$ cat src/cpu_alu_with_flags_unit_assert.svh
// ----------------------------------------------------------------------------
// cpu_alu_with_flags_unit_assert.svh
// Assertion macros shared by the ALU unit.
// ----------------------------------------------------------------------------
`ifndef CPU_ALU_WITH_FLAGS_UNIT_ASSERT_SVH
`define CPU_ALU_WITH_FLAGS_UNIT_ASSERT_SVH

// Check a property outside reset.
`define CALU_ASSERT(name, prop, msg) \
    name: assert property (@(posedge clk) disable iff (!rst_n) prop) else $error(msg);

// Check a property at every edge, reset included.
`define CALU_ASSERT_ALWAYS(name, prop, msg) \
    name: assert property (@(posedge clk) prop) else $error(msg);

`endif

$ cat src/calu_pkg.sv
// ----------------------------------------------------------------------------
// calu_pkg
// Opcodes, flag layout, constants and item types of the ALU unit.
// ----------------------------------------------------------------------------
package calu_pkg;

    localparam int OP_W    = 5;
    localparam int WORD_W  = 16;
    localparam int BYTE_W  = 8;
    localparam int BIDX_W  = 3;
    localparam int FLAGS_W = 4;

    localparam int FLAG_Z = 3;
    localparam int FLAG_N = 2;
    localparam int FLAG_H = 1;
    localparam int FLAG_C = 0;

    localparam logic [FLAGS_W-1:0] FLAGS_RESET = 4'b1011;

    localparam logic [OP_W-1:0] OP_ADD    = 5'd0;
    localparam logic [OP_W-1:0] OP_ADC    = 5'd1;
    localparam logic [OP_W-1:0] OP_SUB    = 5'd2;
    localparam logic [OP_W-1:0] OP_SBC    = 5'd3;
    localparam logic [OP_W-1:0] OP_AND    = 5'd4;
    localparam logic [OP_W-1:0] OP_OR     = 5'd5;
    localparam logic [OP_W-1:0] OP_XOR    = 5'd6;
    localparam logic [OP_W-1:0] OP_INC    = 5'd7;
    localparam logic [OP_W-1:0] OP_DEC    = 5'd8;
    localparam logic [OP_W-1:0] OP_ADD16  = 5'd9;
    localparam logic [OP_W-1:0] OP_ADDSP  = 5'd10;
    localparam logic [OP_W-1:0] OP_SWAP   = 5'd11;
    localparam logic [OP_W-1:0] OP_RL     = 5'd12;
    localparam logic [OP_W-1:0] OP_RLC    = 5'd13;
    localparam logic [OP_W-1:0] OP_RR     = 5'd14;
    localparam logic [OP_W-1:0] OP_RRC    = 5'd15;
    localparam logic [OP_W-1:0] OP_SLA    = 5'd16;
    localparam logic [OP_W-1:0] OP_SRA    = 5'd17;
    localparam logic [OP_W-1:0] OP_SRL    = 5'd18;
    localparam logic [OP_W-1:0] OP_BIT    = 5'd19;
    localparam logic [OP_W-1:0] OP_SET    = 5'd20;
    localparam logic [OP_W-1:0] OP_RES    = 5'd21;
    localparam logic [OP_W-1:0] OP_DAA    = 5'd22;

    localparam logic [BYTE_W-1:0] DAA_ADJ_LO   = 8'h06;
    localparam logic [BYTE_W-1:0] DAA_ADJ_HI   = 8'h60;
    localparam logic [BYTE_W-1:0] DAA_ADJ_BOTH = 8'h66;
    localparam logic [BYTE_W-1:0] DAA_BCD_MAX  = 8'h99;
    localparam logic [3:0]        DAA_DIGIT_MAX = 4'h9;

    typedef struct packed {
        logic [BIDX_W-1:0] bit_index;
        logic [WORD_W-1:0] operand_b;
        logic [WORD_W-1:0] operand_a;
        logic [OP_W-1:0]   op;
    } alu_item_t;

    typedef struct packed {
        logic [FLAGS_W-1:0] flags;
        logic [WORD_W-1:0]  result;
    } alu_res_t;

endpackage

$ cat src/cpu_alu_with_flags_unit.sv
// ----------------------------------------------------------------------------
// cpu_alu_with_flags_unit
// 8-bit CPU ALU with a kept Z/N/H/C flag register and decimal adjust.
// ----------------------------------------------------------------------------
// Usage:
//   The s_* channel carries one operation per transfer: opcode, two 16-bit
//   operands and a bit index. The m_* channel returns one transfer per
//   operation with the result and the new flags, in issue order.
//   The input register takes each transfer, and the ALU logic then loads
//   the result register, which drives m_tvalid.
//   Throughput is one operation per cycle while m_tready stays high; the
//   flag register feeds the next operation straight from the ALU stage, so
//   dependent operations issue back to back.
//   Reset clears both pipeline stages and loads the flags with Z, H and C
//   set. When the receiver holds m_tready low the result register holds,
//   the input register fills, and s_tready drops only when both are full.
//   s_tready depends on m_tready within the same cycle.
// ----------------------------------------------------------------------------
`include "cpu_alu_with_flags_unit_assert.svh"

module cpu_alu_with_flags_unit
    import calu_pkg::*;
(
    input  logic        clk,
    input  logic        rst_n,
    input  logic        s_tvalid,
    output logic        s_tready,
    input  logic [39:0] s_tdata,   // op[4:0], operand_a[20:5], operand_b[36:21], bit_index[39:37]
    output logic        m_tvalid,
    input  logic        m_tready,
    output logic [23:0] m_tdata    // result[15:0], flags[19:16], zero[23:20]
);

    logic               in_valid_reg;
    alu_item_t          in_item_reg;
    logic               out_valid_reg;
    alu_res_t           out_res_reg;
    logic [FLAGS_W-1:0] flag_reg;
    alu_res_t           alu_next;
    logic               advance;
    logic               in_load;

    assign advance  = in_valid_reg && (!out_valid_reg || m_tready);
    assign s_tready = !in_valid_reg || advance;
    assign in_load  = s_tvalid && s_tready;

    calu_core u_core (
        .item     (in_item_reg),
        .flags_in (flag_reg),
        .res      (alu_next)
    );

    always_ff @(posedge clk or negedge rst_n)
    begin
        if (!rst_n)
        begin
            in_valid_reg  <= 1'b0;
            out_valid_reg <= 1'b0;
            flag_reg      <= FLAGS_RESET;
        end
        else
        begin
            if (s_tready)
            begin
                in_valid_reg <= s_tvalid;
            end
            if (advance)
            begin
                out_valid_reg <= 1'b1;
                flag_reg      <= alu_next.flags;
            end
            else if (m_tready)
            begin
                out_valid_reg <= 1'b0;
            end
        end
    end

    always_ff @(posedge clk)
    begin
        if (in_load)
        begin
            in_item_reg <= alu_item_t'(s_tdata);
        end
        if (advance)
        begin
            out_res_reg <= alu_next;
        end
    end

    assign m_tvalid = out_valid_reg;
    assign m_tdata  = {4'd0, out_res_reg};

    `CALU_ASSERT_ALWAYS(a_flags_reset, !rst_n |=> flag_reg == FLAGS_RESET, "flags not at reset value")
    `CALU_ASSERT(a_flags_hold, !advance |=> $stable(flag_reg), "flags changed without an operation")
    `CALU_ASSERT(a_flags_out, advance |=> m_tvalid && m_tdata[19:16] == flag_reg, "output flags differ from flag register")
    `CALU_ASSERT(a_item_kept, in_valid_reg && !advance |=> in_valid_reg, "pending operation dropped")

endmodule

$ cat src/calu_core.sv
// ----------------------------------------------------------------------------
// calu_core
// Combinational ALU datapath: result and new flags from one item.
// ----------------------------------------------------------------------------
module calu_core
    import calu_pkg::*;
(
    input  alu_item_t          item,
    input  logic [FLAGS_W-1:0] flags_in,
    output alu_res_t           res
);

    logic [BYTE_W-1:0] a;
    logic [BYTE_W-1:0] b;
    logic              cin;
    logic              t;
    logic [BYTE_W:0]   sum9;
    logic [4:0]        nib_sum;
    logic [BYTE_W:0]   dif9;
    logic [4:0]        nib_dif;
    logic [BYTE_W-1:0] inc8;
    logic [BYTE_W-1:0] dec8;
    logic [WORD_W:0]   sum17;
    logic [12:0]       sum13;
    logic [WORD_W-1:0] b_sext;
    logic [BYTE_W:0]   sp_c9;
    logic [4:0]        sp_h5;
    logic [BYTE_W-1:0] mask8;
    logic              lo_big;
    logic [BYTE_W-1:0] daa_r;
    logic              daa_c;
    logic [BYTE_W-1:0] r8;
    logic [WORD_W-1:0] r16;
    logic              use16;
    logic [FLAGS_W-1:0] f;

    assign a      = item.operand_a[BYTE_W-1:0];
    assign b      = item.operand_b[BYTE_W-1:0];
    assign cin    = flags_in[FLAG_C];
    assign t      = cin & ((item.op == OP_ADC) | (item.op == OP_SBC));
    assign sum9    = {1'b0, a} + {1'b0, b} + {8'd0, t};
    assign nib_sum = {1'b0, a[3:0]} + {1'b0, b[3:0]} + {4'd0, t};
    assign dif9    = {1'b0, a} - {1'b0, b} - {8'd0, t};
    assign nib_dif = {1'b0, a[3:0]} - {1'b0, b[3:0]} - {4'd0, t};
    assign inc8    = a + 8'd1;
    assign dec8    = a - 8'd1;
    assign sum17   = {1'b0, item.operand_a} + {1'b0, item.operand_b};
    assign sum13   = {1'b0, item.operand_a[11:0]} + {1'b0, item.operand_b[11:0]};
    assign b_sext  = {{BYTE_W{b[BYTE_W-1]}}, b};
    assign sp_c9   = {1'b0, item.operand_a[BYTE_W-1:0]} + {1'b0, b};
    assign sp_h5   = {1'b0, item.operand_a[3:0]} + {1'b0, b[3:0]};
    assign mask8   = 8'd1 << item.bit_index;
    assign lo_big  = a[3:0] > DAA_DIGIT_MAX;

    always_comb
    begin
        daa_r = a;
        daa_c = cin;
        if (flags_in[FLAG_N])
        begin
            daa_r = a - (flags_in[FLAG_H] ? DAA_ADJ_LO : 8'd0)
                      - (cin ? DAA_ADJ_HI : 8'd0);
        end
        else if (cin || (a > DAA_BCD_MAX))
        begin
            daa_r = a + ((flags_in[FLAG_H] || lo_big) ? DAA_ADJ_BOTH : DAA_ADJ_HI);
            daa_c = 1'b1;
        end
        else if (flags_in[FLAG_H] || lo_big)
        begin
            daa_r = a + DAA_ADJ_LO;
        end
    end

    always_comb
    begin
        r8    = '0;
        r16   = '0;
        use16 = 1'b0;
        f     = flags_in;
        unique case (item.op)
            OP_ADD, OP_ADC:
            begin
                r8 = sum9[BYTE_W-1:0];
                f  = {(r8 == 8'd0), 1'b0, nib_sum[4], sum9[BYTE_W]};
            end
            OP_SUB, OP_SBC:
            begin
                r8 = dif9[BYTE_W-1:0];
                f  = {(r8 == 8'd0), 1'b1, nib_dif[4], dif9[BYTE_W]};
            end
            OP_AND:
            begin
                r8 = a & b;
                f  = {(r8 == 8'd0), 1'b0, 1'b1, 1'b0};
            end
            OP_OR:
            begin
                r8 = a | b;
                f  = {(r8 == 8'd0), 3'b000};
            end
            OP_XOR:
            begin
                r8 = a ^ b;
                f  = {(r8 == 8'd0), 3'b000};
            end
            OP_INC:
            begin
                r8 = inc8;
                f  = {(r8 == 8'd0), 1'b0, (r8[3:0] == 4'h0), cin};
            end
            OP_DEC:
            begin
                r8 = dec8;
                f  = {(r8 == 8'd0), 1'b1, (r8[3:0] == 4'hF), cin};
            end
            OP_ADD16:
            begin
                use16 = 1'b1;
                r16   = sum17[WORD_W-1:0];
                f     = {flags_in[FLAG_Z], 1'b0, sum13[12], sum17[WORD_W]};
            end
            OP_ADDSP:
            begin
                use16 = 1'b1;
                r16   = item.operand_a + b_sext;
                f     = {2'b00, sp_h5[4], sp_c9[BYTE_W]};
            end
            OP_SWAP:
            begin
                r8 = {a[3:0], a[7:4]};
                f  = {(r8 == 8'd0), 3'b000};
            end
            OP_RL:
            begin
                r8 = {a[6:0], cin};
                f  = {(r8 == 8'd0), 2'b00, a[7]};
            end
            OP_RLC:
            begin
                r8 = {a[6:0], a[7]};
                f  = {(r8 == 8'd0), 2'b00, a[7]};
            end
            OP_RR:
            begin
                r8 = {cin, a[7:1]};
                f  = {(r8 == 8'd0), 2'b00, a[0]};
            end
            OP_RRC:
            begin
                r8 = {a[0], a[7:1]};
                f  = {(r8 == 8'd0), 2'b00, a[0]};
            end
            OP_SLA:
            begin
                r8 = {a[6:0], 1'b0};
                f  = {(r8 == 8'd0), 2'b00, a[7]};
            end
            OP_SRA:
            begin
                r8 = {a[7], a[7:1]};
                f  = {(r8 == 8'd0), 2'b00, a[0]};
            end
            OP_SRL:
            begin
                r8 = {1'b0, a[7:1]};
                f  = {(r8 == 8'd0), 2'b00, a[0]};
            end
            OP_BIT:
            begin
                f = {~a[item.bit_index], 1'b0, 1'b1, cin};
            end
            OP_SET:
            begin
                r8 = a | mask8;
            end
            OP_RES:
            begin
                r8 = a & ~mask8;
            end
            OP_DAA:
            begin
                r8 = daa_r;
                f  = {(r8 == 8'd0), flags_in[FLAG_N], 1'b0, daa_c};
            end
            default:
            begin
                r8 = '0;
            end
        endcase
    end

    assign res.result = use16 ? r16 : {8'd0, r8};
    assign res.flags  = f;

endmodule

$ cat config.mk
export PLATFORM = sky130hd
export DESIGN_NAME = cpu_alu_with_flags_unit
export DESIGN_NICKNAME = d
export VERILOG_FILES = /design/src/calu_pkg.sv /design/src/cpu_alu_with_flags_unit.sv /design/src/calu_core.sv
export VERILOG_INCLUDE_DIRS = /design/src /design/src/src
export SDC_FILE = /design/constraint.sdc
export NUM_CORES = 1
export LEC_CHECK = 0
export BUFFER_PORTS_ARGS = -buffer_cell sky130_fd_sc_hd__buf_4
export CAP_MARGIN = 20
export CORE_ASPECT_RATIO = 0.9
export CORE_MARGIN = 2
export CORE_UTILIZATION = 50
export CTS_CLUSTER_DIAMETER = 50
export DETAILED_ROUTE_END_ITERATION = 8
export PLACE_DENSITY = 0.69
export REMOVE_ABC_BUFFERS = 1
export SETUP_SLACK_MARGIN = 0.4
export SLEW_MARGIN = 20
export SYNTH_ARGS = -nofsm -noshare
export SYNTH_HDL_FRONTEND = slang
export SYNTH_HIERARCHICAL = 1
export SYNTH_SLANG_ARGS = --single-unit
$ cat constraint.sdc
create_clock -name clk -period 4.7 [get_ports clk]
set_clock_uncertainty 0.2 [all_clocks]
set_input_delay 0.94 -clock clk [delete_from_list [all_inputs] [get_ports clk]]
set_output_delay 0.94 -clock clk [all_outputs]
set_load 0.01 [all_outputs]
Yosys cells after proc, flatten, opt, wreduce, memory -nomap -nowiden

Cells that the tools add are included.
Widths: inputs -> output; s select.

Add/sub/neg operators: 17
Order comparisons: 3
Equality and inequality tests: 23
Shift operators: 1
Mux-type cells: 17
Bitwise gates (word level): 9
Reductions and logical operators: 30

Operator list:

| cell                | count |
|---|---|
| $pmux 8 s18         | 1 |
| $logic_not 8->1     | 14 |
| $pmux 4 s19         | 1 |
| $eq 5x4->1 const B  | 8 |
| $eq 5x5->1 const B  | 7 |
| $mux 8              | 4 |
| $pmux 16 s2         | 1 |
| $eq 5x3->1 const B  | 4 |
| $add 16x16->17      | 1 |
| $add 16x16->16      | 1 |
| $and 8x8->8         | 2 |
| $or 8x8->8          | 2 |
| $sub 8x8->8         | 2 |
| $logic_not 7->1     | 2 |
| $add 12x12->13      | 1 |
| $eq 5x2->1 const B  | 2 |
| $add 8x8->9         | 1 |
| $add 9x1->9         | 1 |
| $sub 8x8->9         | 1 |
| $sub 9x1->9         | 1 |
| $add 8x1->8 const B | 1 |
| $add 8x3->8 const B | 1 |
| $add 8x8->8         | 1 |
| $gt 8x8->1 const B  | 1 |
| 26 further kinds    | 39 |

Flip-flop bits (word level): 66
Input port bits: 44
Output and inout port bits: 26
Word-level logic and storage cells: 110

Logic depth before layout (Yosys ltp)

Gate-level depths: netlist of run 1.

Word-level depth: 8
Gate-level depth with buffers: 15
Gate-level depth less buffers: 14

Modules after synthesis

The synthesis of run 1 kept the hierarchy.

By module, submodules not included:

| module                  | times used | cells an instance | area each (µm²) | seq. area each (µm²) |
|---|---|---|---|---|
| calu_core               | 1          | 666               | 4493.1          | 0.0 |
| cpu_alu_with_flags_unit | 1          | 82                | 2105.8          | 1955.6 |

Worst setup path after synthesis of run 1

Ideal clock, no wire load.

Kind: reg-to-reg
Start point: register in_item_reg[3] (netlist name)
End point: register flag_reg[3]
Library setup time: 0.082 ns
Arrival time: 3.472 ns
Required time: 4.418 ns
Setup slack: 0.945 ns
Cell stages (with the launch flop): 16
Path buffers: 1
Clock period less this slack: 3.755 ns
Cells stage by stage: edfxtp_1 > clkbuf_1 > nor2_1 > nand2_1 > or3_1 > fa_1 > inv_1 > ha_1 > o21ai_0 > a21oi_1 > o211ai_1 > a21boi_0 > o2111ai_1 > a31oi_1 > a211o_1 > mux2_4

RTL lines:

| what                   | line                          | source |
|---|---|---|
| start, declared        | cpu_alu_with_flags_unit.sv:35 | `alu_item_t in_item_reg;` |
| start signal, assigned | cpu_alu_with_flags_unit.sv:83 | `in_item_reg <= alu_item_t'(s_tdata);` |
| end signal, assigned   | cpu_alu_with_flags_unit.sv:70 | `flag_reg <= alu_next.flags;` |
| end, declared          | cpu_alu_with_flags_unit.sv:38 | `logic [FLAGS_W-1:0] flag_reg;` |

==> flow_summary.toml, run 1 <==
[placement]
port_buffers = 65
dpl.hpwl_mm = 17.3
gp_congestion = 1.11
place_ws_ns = 0.752

[clocking]
cts_hold_buf = 0
cts_made_buffers = 9
clk_latency_ns = 0.34
clkTransAtPathRegs_ns = 0.06
post_cts_resized = 0
htreeDepth = 3
clkSinkCount = 66
cts_setup_buffers = 0
cts_max_path_buffers = 2
clockRootBuffer = "clkbuf_16"
cts_tree = "done"

[setup_path]
cp-start-kind = "flop"
cp.arrival_ns = 3.94
crit_required_ns = 4.54
critPathKind = "flop to flop"
critPathMaxFanout = 8
worst_path_max_delay_cell = "dfstp_2"
cp-end-kind = "flop"
cp_cell_sequence = "inv_1 -> or3_1 -> fa_1 -> fa_1 -> o21a_1 -> o211ai_1 -> nand2_1 -> xnor2_1 -> nor2_1 -> a2111oi_0 -> o211ai_1"
crit_path_max_incr_delay_ns = 0.64

[pwr]
power.density_nw_per_um2 = 309
vdd.ir_drop.worst_mv = 0.305
p_leak_uw = 0.00310
finalPower_uw = 2360

[global_route]
antenna_found_initial = 0
grt_pass1_vias = 5964
grt_max_degree = 41
grt_pass1_wl_mm = 34.6
gr-total-overflow = 0
grt_util_all_layers_pct = 32.0

[yosys]
yosysMostFrequentCell = "nand2_1"
synth_common_cells = "nand2_1 (69), nor2_1 (68), ha_1 (65)"
netlist_area_um2 = 6600
synth_top_area_share_pct = 27.3
yosysTopAreaCell = "edfxtp_1"
yosys.cell_types.count = 85
ys_async_sr_fraction_pct = 9.09
ys_seq_area_share_pct = 29.6
synthCells = 748
synth_flop_cell = "edfxtp_1"
synth-edff-count = 60
ys_warn_count = 6
synth-seq-cells = 66
synthTopCellsByArea = "edfxtp_1 (27%), ha_1 (12%), xnor2_1 (4.1%)"
syn_avg_cell_area_um2 = 8.82

[detailed_routing]
drt_iter0_drc = 834
wl_per_cell_um = 22.9
vias_per_cell = 6.44
vias = 6330
final_antenna_net_count = 0
first_pass_iters = 8
drc = 0
wl_mm = 22.5

[sta]
tightest_slew_ns = 1.02
maxSlewViolCount = 0
min_period_over_period_pct = 87.2
hold_viol = 0
slew_headroom_pct = 32.1
rsz0062_at_grt = "false"
tns_ns = 0
fmax_ghz = 0.244
setup_viol = 0
fin_crit_ns = 4.10
setup_slack_ns = 0.601

[outcome]
status = "completed"

[cells_and_area]
largest_reg_flops = 40
diodes = 0
fill_cells = 1119
nets = 927
drive_gt1_share_pct = 17.1
syn_to_final_growth_pct = 15.5

[die]
dieArea_um2 = 14100
die_h_um = 113
io-pin-count = 70
std_cell_rows = 39
coreArea_um2 = 12800
start_util_pct = 51.6
die_w_um = 125

[flow_run]
maxCapViolCount = 0

[worst_hold_path]
hp-class = "input port to asynchronous set/reset pin"
==> metal layers <==
metal / vias up / wire [um] / part of all wire (%) / track usage (%)
li1: 2911 / - / - / -
met1: 3026 / 10300 / 46 / 47.8
met2: 357 / 9490 / 42 / 46.1
met3: 36 / 2020 / 9.0 / 6.15
met4: 0 / 643 / 2.9 / 11.5
met5: - / 0 / 0 / 0
==> per-stage QoR <==
| step | util (%) | instance area [um2] | std cells | hold WS (ns) |
|---|---|---|---|---|
| 3_3_place_gp | 57.1 | 7300 | 967 | 0.328 |
| 2_1_floorplan | - | 6420 | 713 | 0.312 |
| 5_1_grt | 59.6 | 7620 | 983 | 0.196 |
| 6_report | 59.6 | 7620 | 983 | 0.200 |
| 4_1_cts | 59.6 | 7620 | 983 | 0.188 |
| 3_5_place_dp | 57.1 | 7300 | 967 | 0.348 |
==> layout by cell type, fill, tap and decap left out, drive strengths merged, types with 8 or more instances in the layout <==
master  Yosys  routed
buf        15      90
nand2      70      70
nor2       69      69
ha         65      65
edfxtp     60      60
a21oi      43      43
inv        38      38
o21ai      33      33
xnor2      31      31
nor3       24      24
nand3      22      22
xor2       18      18
nand4      16      16
o211ai     14      14
o22ai      11      11
mux2i      11      11
or3        10      10
nand2b     10      10
clkbuf     23       9
a22oi       9       9
nor4        8       8
a211oi      8       8
==> cell families after synthesis <==
kind of cell | after synthesis | synth area share [%]
adder cells (fa/ha/maj) | 69 | 13.5
other | 1 | 0.0568
buffers and inverters | 76 | 5.06
multiplexers | 18 | 3.43
XOR/XNOR | 49 | 6.50
AND/OR/NAND/NOR | 277 | 21.7
AO/OA/AOI/OAI | 192 | 20.1
flip-flops | 66 | 29.6
==> cell type report <==
type	count	area (um2)	share of cell area, %
multi-input cells	609	4320	56.7
flip-flops and latches	66	1960	25.7
repair buffers	90	676	8.87
clock buffers	9	225	2.96
well taps	164	205	2.69
inverters	38	143	1.87
clock inverters	7	93.8	1.23
==> critical path: cells and delay by family, from the launching register on <==
family	cells	cell delay (ns)
buffers and inverters	1	0.11
AO/OA/AOI/OAI	4	1.18
AND/OR/NAND/NOR	3	0.56
XOR/XNOR	1	0.21
adder cells (fa/ha/maj)	2	0.88
flip-flops	1	0.64
==> path summary, 6_finish.rpt <==
kind                               from      endpoint  slack, ns  depth (start not counted)
max                         flag_reg[0]    m_tdata[6]       0.60                         11
min                               rst_n  in_valid_reg       0.20                          1
max reg2reg                 flag_reg[0]    m_tdata[6]       0.60                         11
min reg2reg                in_valid_reg      m_tvalid       0.36                          1
max in group asynchronous         rst_n   flag_reg[1]       3.89                          1
min in group clk           in_valid_reg      m_tvalid       0.36                          1
==> power breakdown <==
part           switching (uW)  internal, uW
Clock                     259           463
Sequential               60.5           713
Combinational             514           346
Note: power is estimated with default switching activity, not from simulation.
==> inputs of run 2 (changes only) <==
--- a/config.mk
+++ b/config.mk
@@ -13,7 +13,7 @@
 export CORE_UTILIZATION = 50
 export CTS_CLUSTER_DIAMETER = 50
 export DETAILED_ROUTE_END_ITERATION = 8
-export PLACE_DENSITY = 0.69
+export PLACE_DENSITY = 0.74
 export REMOVE_ABC_BUFFERS = 1
 export SETUP_SLACK_MARGIN = 0.4
 export SLEW_MARGIN = 20
==> run 2 against run 1 <==
Fmax rose by 4.3%; total power is 0.24% higher; register-to-register slack improved by 0.17 ns; critical path depth grew 1; first-iteration DRC count rose by 5.5%; sequential cell count did not move; non-clock buffer count fell by 1.
==> flow_summary.toml, run 2 (synthesized netlist as in run 1, its figures left out) <==
[die]
dieArea_um2 = 14100
start_util_pct = 51.6
die_w_um = 125
std_cell_rows = 39
coreArea_um2 = 12800
io-pin-count = 70
die_h_um = 113

[sta]
whs_ns = 0.201
min_period_over_period_pct = 83.7
tightest_slew_ns = 1.00
fmax_ghz = 0.254
setup_slack_ns = 0.768
fin_crit_ns = 3.93
tns_ns = 0
maxSlewViolCount = 0
setup_viol = 0
rsz0062_at_grt = "false"
slew_headroom_pct = 33.1
hold_viol = 0

[clocking]
htreeDepth = 3
clk_latency_ns = 0.34
cts_made_buffers = 9
clkTransAtPathRegs_ns = 0.05
cts_setup_buffers = 0
cts_max_path_buffers = 2
cts_tree = "done"
clockRootBuffer = "clkbuf_16"
clkSinkCount = 66

[setup_path]
crit_path_max_incr_delay_ns = 0.46
path_buf_inv = 0
critPathMaxFanout = 4
worst_path_max_delay_cell = "fa_1"
cp-start-kind = "flop"
cp_top_family = "compound AO/OA/AOI/OAI gates"
cp-end-kind = "flop"
cp_cell_sequence = "nor2_1 -> nand2_1 -> or3_1 -> fa_1 -> fa_1 -> o21a_1 -> o211ai_1 -> nand2_1 -> xnor2_1 -> nor2_1 -> a2111oi_1 -> o211ai_1"
crit_required_ns = 4.55
cp.arrival_ns = 3.78
critPathKind = "flop to flop"

[detailed_routing]
top_layer_used = "met4"
wl_met2_mm = 9.90
drt_iter0_drc = 880
drc = 0
vias_per_cell = 6.60
vias = 6482
drt-met1-wl_mm = 9.91
wl_met3_mm = 2.73
first_pass_iters = 8
final_antenna_net_count = 0
wl_mm = 23.3
wl_per_cell_um = 23.7

[pwr]
power.density_nw_per_um2 = 310
p_sw_uw = 825
vdd.ir_drop.worst_mv = 0.354
power_frac_clock_pct = 30.7
swShare_pct = 35.0
p_seq_share_pct = 32.8
intPower_uw = 1540
p_comb_share_pct = 36.6
p_leak_uw = 0.00310

[cells_and_area]
utilization_pct = 59.6
layout_commonest_cell = "buf_4"
drive_gt1_share_pct = 17.0
diodes = 0
fill_cells = 1146
final_cells = 982
final_cell_mix = "buf_4 (89), nand2_1 (69), nor2_1 (68)"
nets = 926
largest_reg_flops = 40
syn_to_final_growth_pct = 15.5

[placement]
port_buffers = 65
place_ws_ns = 0.784
gp_congestion = 1.09
dpl.hpwl_mm = 17.9
numPlacedInstances = 966

[flow_run]
maxCapViolCount = 0

[worst_hold_path]
hp-class = "input port to asynchronous set/reset pin"

[global_route]
antenna_found_initial = 0
grt_max_degree = 41
grt_pass1_wl_mm = 35.7
grt_util_all_layers_pct = 33.3
grt_pass1_vias = 6147
gr-total-overflow = 0

[outcome]
status = "completed"
==> run 2: power by group through the flow <==
stage / sequential, uW / combinational [uW] / clock, uW
3_5_place_dp: 786 / 835 / 0
5_1_grt: 782 / 934 / 762
4_1_cts: 775 / 841 / 739
3_3_place_gp: 783 / 819 / 0
6_report: 774 / 863 / 724
2_1_floorplan: 791 / 538 / 0
==> run 2: per-stage QoR <==
stage | cell area [um2] | power, uW
final | 7620 | 2360
after global routing | 7620 | 2480
after CTS | 7610 | 2350
after detailed placement | 7290 | 1620
after global placement | 7290 | 1600
after floorplan | 6420 | 1330
==> run 2: worst paths after layout <==
path                       cells after the start            from      endpoint  slack, ns
setup / recovery                              12  in_item_reg[3]    m_tdata[6]       0.77
hold / removal                                 1           rst_n  in_valid_reg       0.20
setup reg to reg                              12  in_item_reg[3]    m_tdata[6]       0.77
hold reg to reg                                1    in_valid_reg      m_tvalid       0.35
max in group asynchronous                      1           rst_n   flag_reg[3]       3.90
min in group clk                               1    in_valid_reg      m_tvalid       0.35
==> run 2: final cells by class <==
class | count | area, um2 | area share [%]
inverters | 38 | 143 | 1.87
flip-flops and latches | 66 | 1960 | 25.7
clock buffers | 11 | 243 | 3.19
multi-input cells | 609 | 4330 | 56.8
well taps | 164 | 205 | 2.69
clock inverters | 5 | 77.6 | 1.02
repair buffers | 89 | 668 | 8.77
==> run 2: metal layers <==
metal  vias to the layer above  GRT usage (%)
met5                         -              0
met4                         0           11.6
met3                        54           9.69
met2                       426           48.4
met1                      3088           47.4
li1                       2914              -
==> run 2: repair_timing <==
action / 4_1_cts / 5_1_grt
hold buffers: 0 / 0
setup endpoints to repair: 0 / 1
endpoints found under the hold margin: 0 / 0
resized for setup: 0 / 1
==> inputs of run 3 (changes only) <==
==> constraint.sdc (replaced) <==
create_clock -name clk -period 3.7 [get_ports clk]
set_clock_uncertainty 0.2 [all_clocks]
set_input_delay 0.74 -clock clk [delete_from_list [all_inputs] [get_ports clk]]
set_output_delay 0.74 -clock clk [all_outputs]
set_load 0.01 [all_outputs]
==> run 3 against run 2 <==
Critical path depth is the same; sequential share of layout area shrank 2.2 points; sequential power grew 26%; global-route usage grew 0.40 points; highest routed layer unchanged; register-to-register slack lost 0.66 ns; total power grew 36%; non-clock buffer count grew 59; via count grew 5.2%; setup slack lost 0.66 ns.
==> flow_summary.toml, run 3 (synthesized netlist as in run 1, its figures left out) <==
[cells_and_area]
layout_commonest_cell = "buf_4"
syn_to_final_growth_pct = 26.5
largest_reg_flops = 40
utilization_pct = 65.3
stdcell_area_um2 = 8350
final_cell_mix = "buf_4 (145), nand2_1 (69), nor2_1 (66)"
nets = 985
drive_gt1_share_pct = 28.1
diodes = 0

[clocking]
htreeDepth = 3
clk_latency_ns = 0.35
clkTransAtPathRegs_ns = 0.06
cts_max_path_buffers = 2
clockRootBuffer = "clkbuf_16"
cts_made_buffers = 9
cts_tree = "done"
clkSinkCount = 66

[placement]
gp_congestion = 1.06
port_buffers = 65
place_ws_ns = -0.0683
dpl.hpwl_mm = 17.8
place_area_um2 = 7500

[die]
die_w_um = 125
die_h_um = 113
std_cell_rows = 39
start_util_pct = 51.6
dieArea_um2 = 14100
coreArea_um2 = 12800
io-pin-count = 70

[detailed_routing]
first_pass_iters = 7
wl_per_cell_um = 23.2
final_antenna_net_count = 0
vias_per_cell = 6.55
drc = 0
wl_mm = 24.2
vias = 6817
drt_iter0_drc = 1093

[sta]
rsz0062_at_grt = "true"
hold_viol = 0
slew_headroom_pct = 32.7
fmax_ghz = 0.279
tightest_slew_ns = 1.01
maxSlewViolCount = 0
setup_slack_ns = 0.112
min_period_over_period_pct = 97.0
fin_crit_ns = 3.59
setup_viol = 0

[global_route]
grt_pass1_vias = 6495
antenna_found_initial = 0
grt_max_degree = 41
grt_pass1_wl_mm = 36.8
grt_util_all_layers_pct = 33.7
gr-total-overflow = 0

[outcome]
status = "completed"

[setup_path]
cp-end-kind = "flop"
crit_path_max_incr_delay_ns = 0.59
crit_required_ns = 3.78
critPathMaxFanout = 3
cp-start-kind = "flop"
critPathKind = "flop to flop"
worst_path_max_delay_cell = "fa_2"
cp_cell_sequence = "inv_2 -> or3_4 -> fa_2 -> ha_4 -> o21ai_4 -> a21oi_2 -> o211ai_1 -> and3b_2 -> o2111ai_2 -> a31oi_1 -> a211o_1 -> mux2_4"
cp.arrival_ns = 3.66

[pwr]
p_leak_uw = 0.00343
vdd.ir_drop.worst_mv = 0.380
power.density_nw_per_um2 = 385

[worst_hold_path]
hp-class = "flop to flop"

[flow_run]
maxCapViolCount = 0
==> run 3: final timing paths <==
kind | startpoint | to | slack (ns) | cells past startpoint
worst max register to register | flag_reg[0] | flag_reg[3] | 0.11 | 12
worst min register to register | in_valid_reg | m_tvalid | 0.35 | 1
min in group asynchronous | rst_n | m_tvalid | 0.53 | 2
worst min-delay path | in_valid_reg | m_tvalid | 0.35 | 1
worst max-delay path | flag_reg[0] | flag_reg[3] | 0.11 | 12
max in group asynchronous | rst_n | flag_reg[3] | 2.56 | 2
==> run 3: power by group <==
part / leakage (uW) / switching [uW] / internal, uW / total, uW
clock network: 0.000157 / 335 / 592 / 927
registers: 0.000649 / 66.1 / 905 / 972
logic: 0.00262 / 752 / 567 / 1320
==> run 3: area by class of cell <==
| class | count | area, um2 |
|---|---|---|
| fillers | 1045 | 4430 |
| well taps | 164 | 205 |
| multi-input cells | 609 | 4610 |
| clock inverters | 6 | 91.3 |
| clock buffers | 10 | 229 |
| repair buffers | 148 | 1120 |
| flip-flops and latches | 66 | 1960 |
| inverters | 38 | 143 |
==> run 3: critical path, delay by kind of cell (launching register included) <==
kind / cells / cell delay, ns
compound gates: 6 / 1.02
fa+ha+maj: 2 / 0.74
simple gates: 2 / 0.68
flops: 1 / 0.55
mux: 1 / 0.27
buf+inv: 1 / 0.05
==> run 3: per-stage QoR <==
| step | std cells | TNS, ns | hold WS (ns) | power, uW |
|---|---|---|---|---|
| after floorplan | 713 | -0.383 | 0.244 | 1690 |
| after global placement | 994 | 0 | 0.327 | 2070 |
| after detailed placement | 994 | -0.101 | 0.340 | 2100 |
| after CTS | 1028 | 0 | 0.354 | 3090 |
| after global routing | 1041 | -0.0439 | 0.357 | 3360 |
| final | 1041 | 0 | 0.354 | 3220 |
==> run 3: layer usage <==
metal | track usage (%) | share of wire, % | vias to the layer above
li1 | - | - | 3021
met1 | 47.6 | 41 | 3249
met2 | 51.2 | 44 | 469
met3 | 7.33 | 12 | 78
met4 | 12.1 | 3.9 | 0
met5 | 0 | 0 | -
==> run 3: timing repair <==
item | in CTS | in global routing
setup buffers | 17 | 13
pin swaps | 9 | 34
hold buffers | 1 | 0
endpoints found under the setup margin | 11 | 15
hold endpoints to repair | 3 | 0
gates resized for setup | 32 | 39
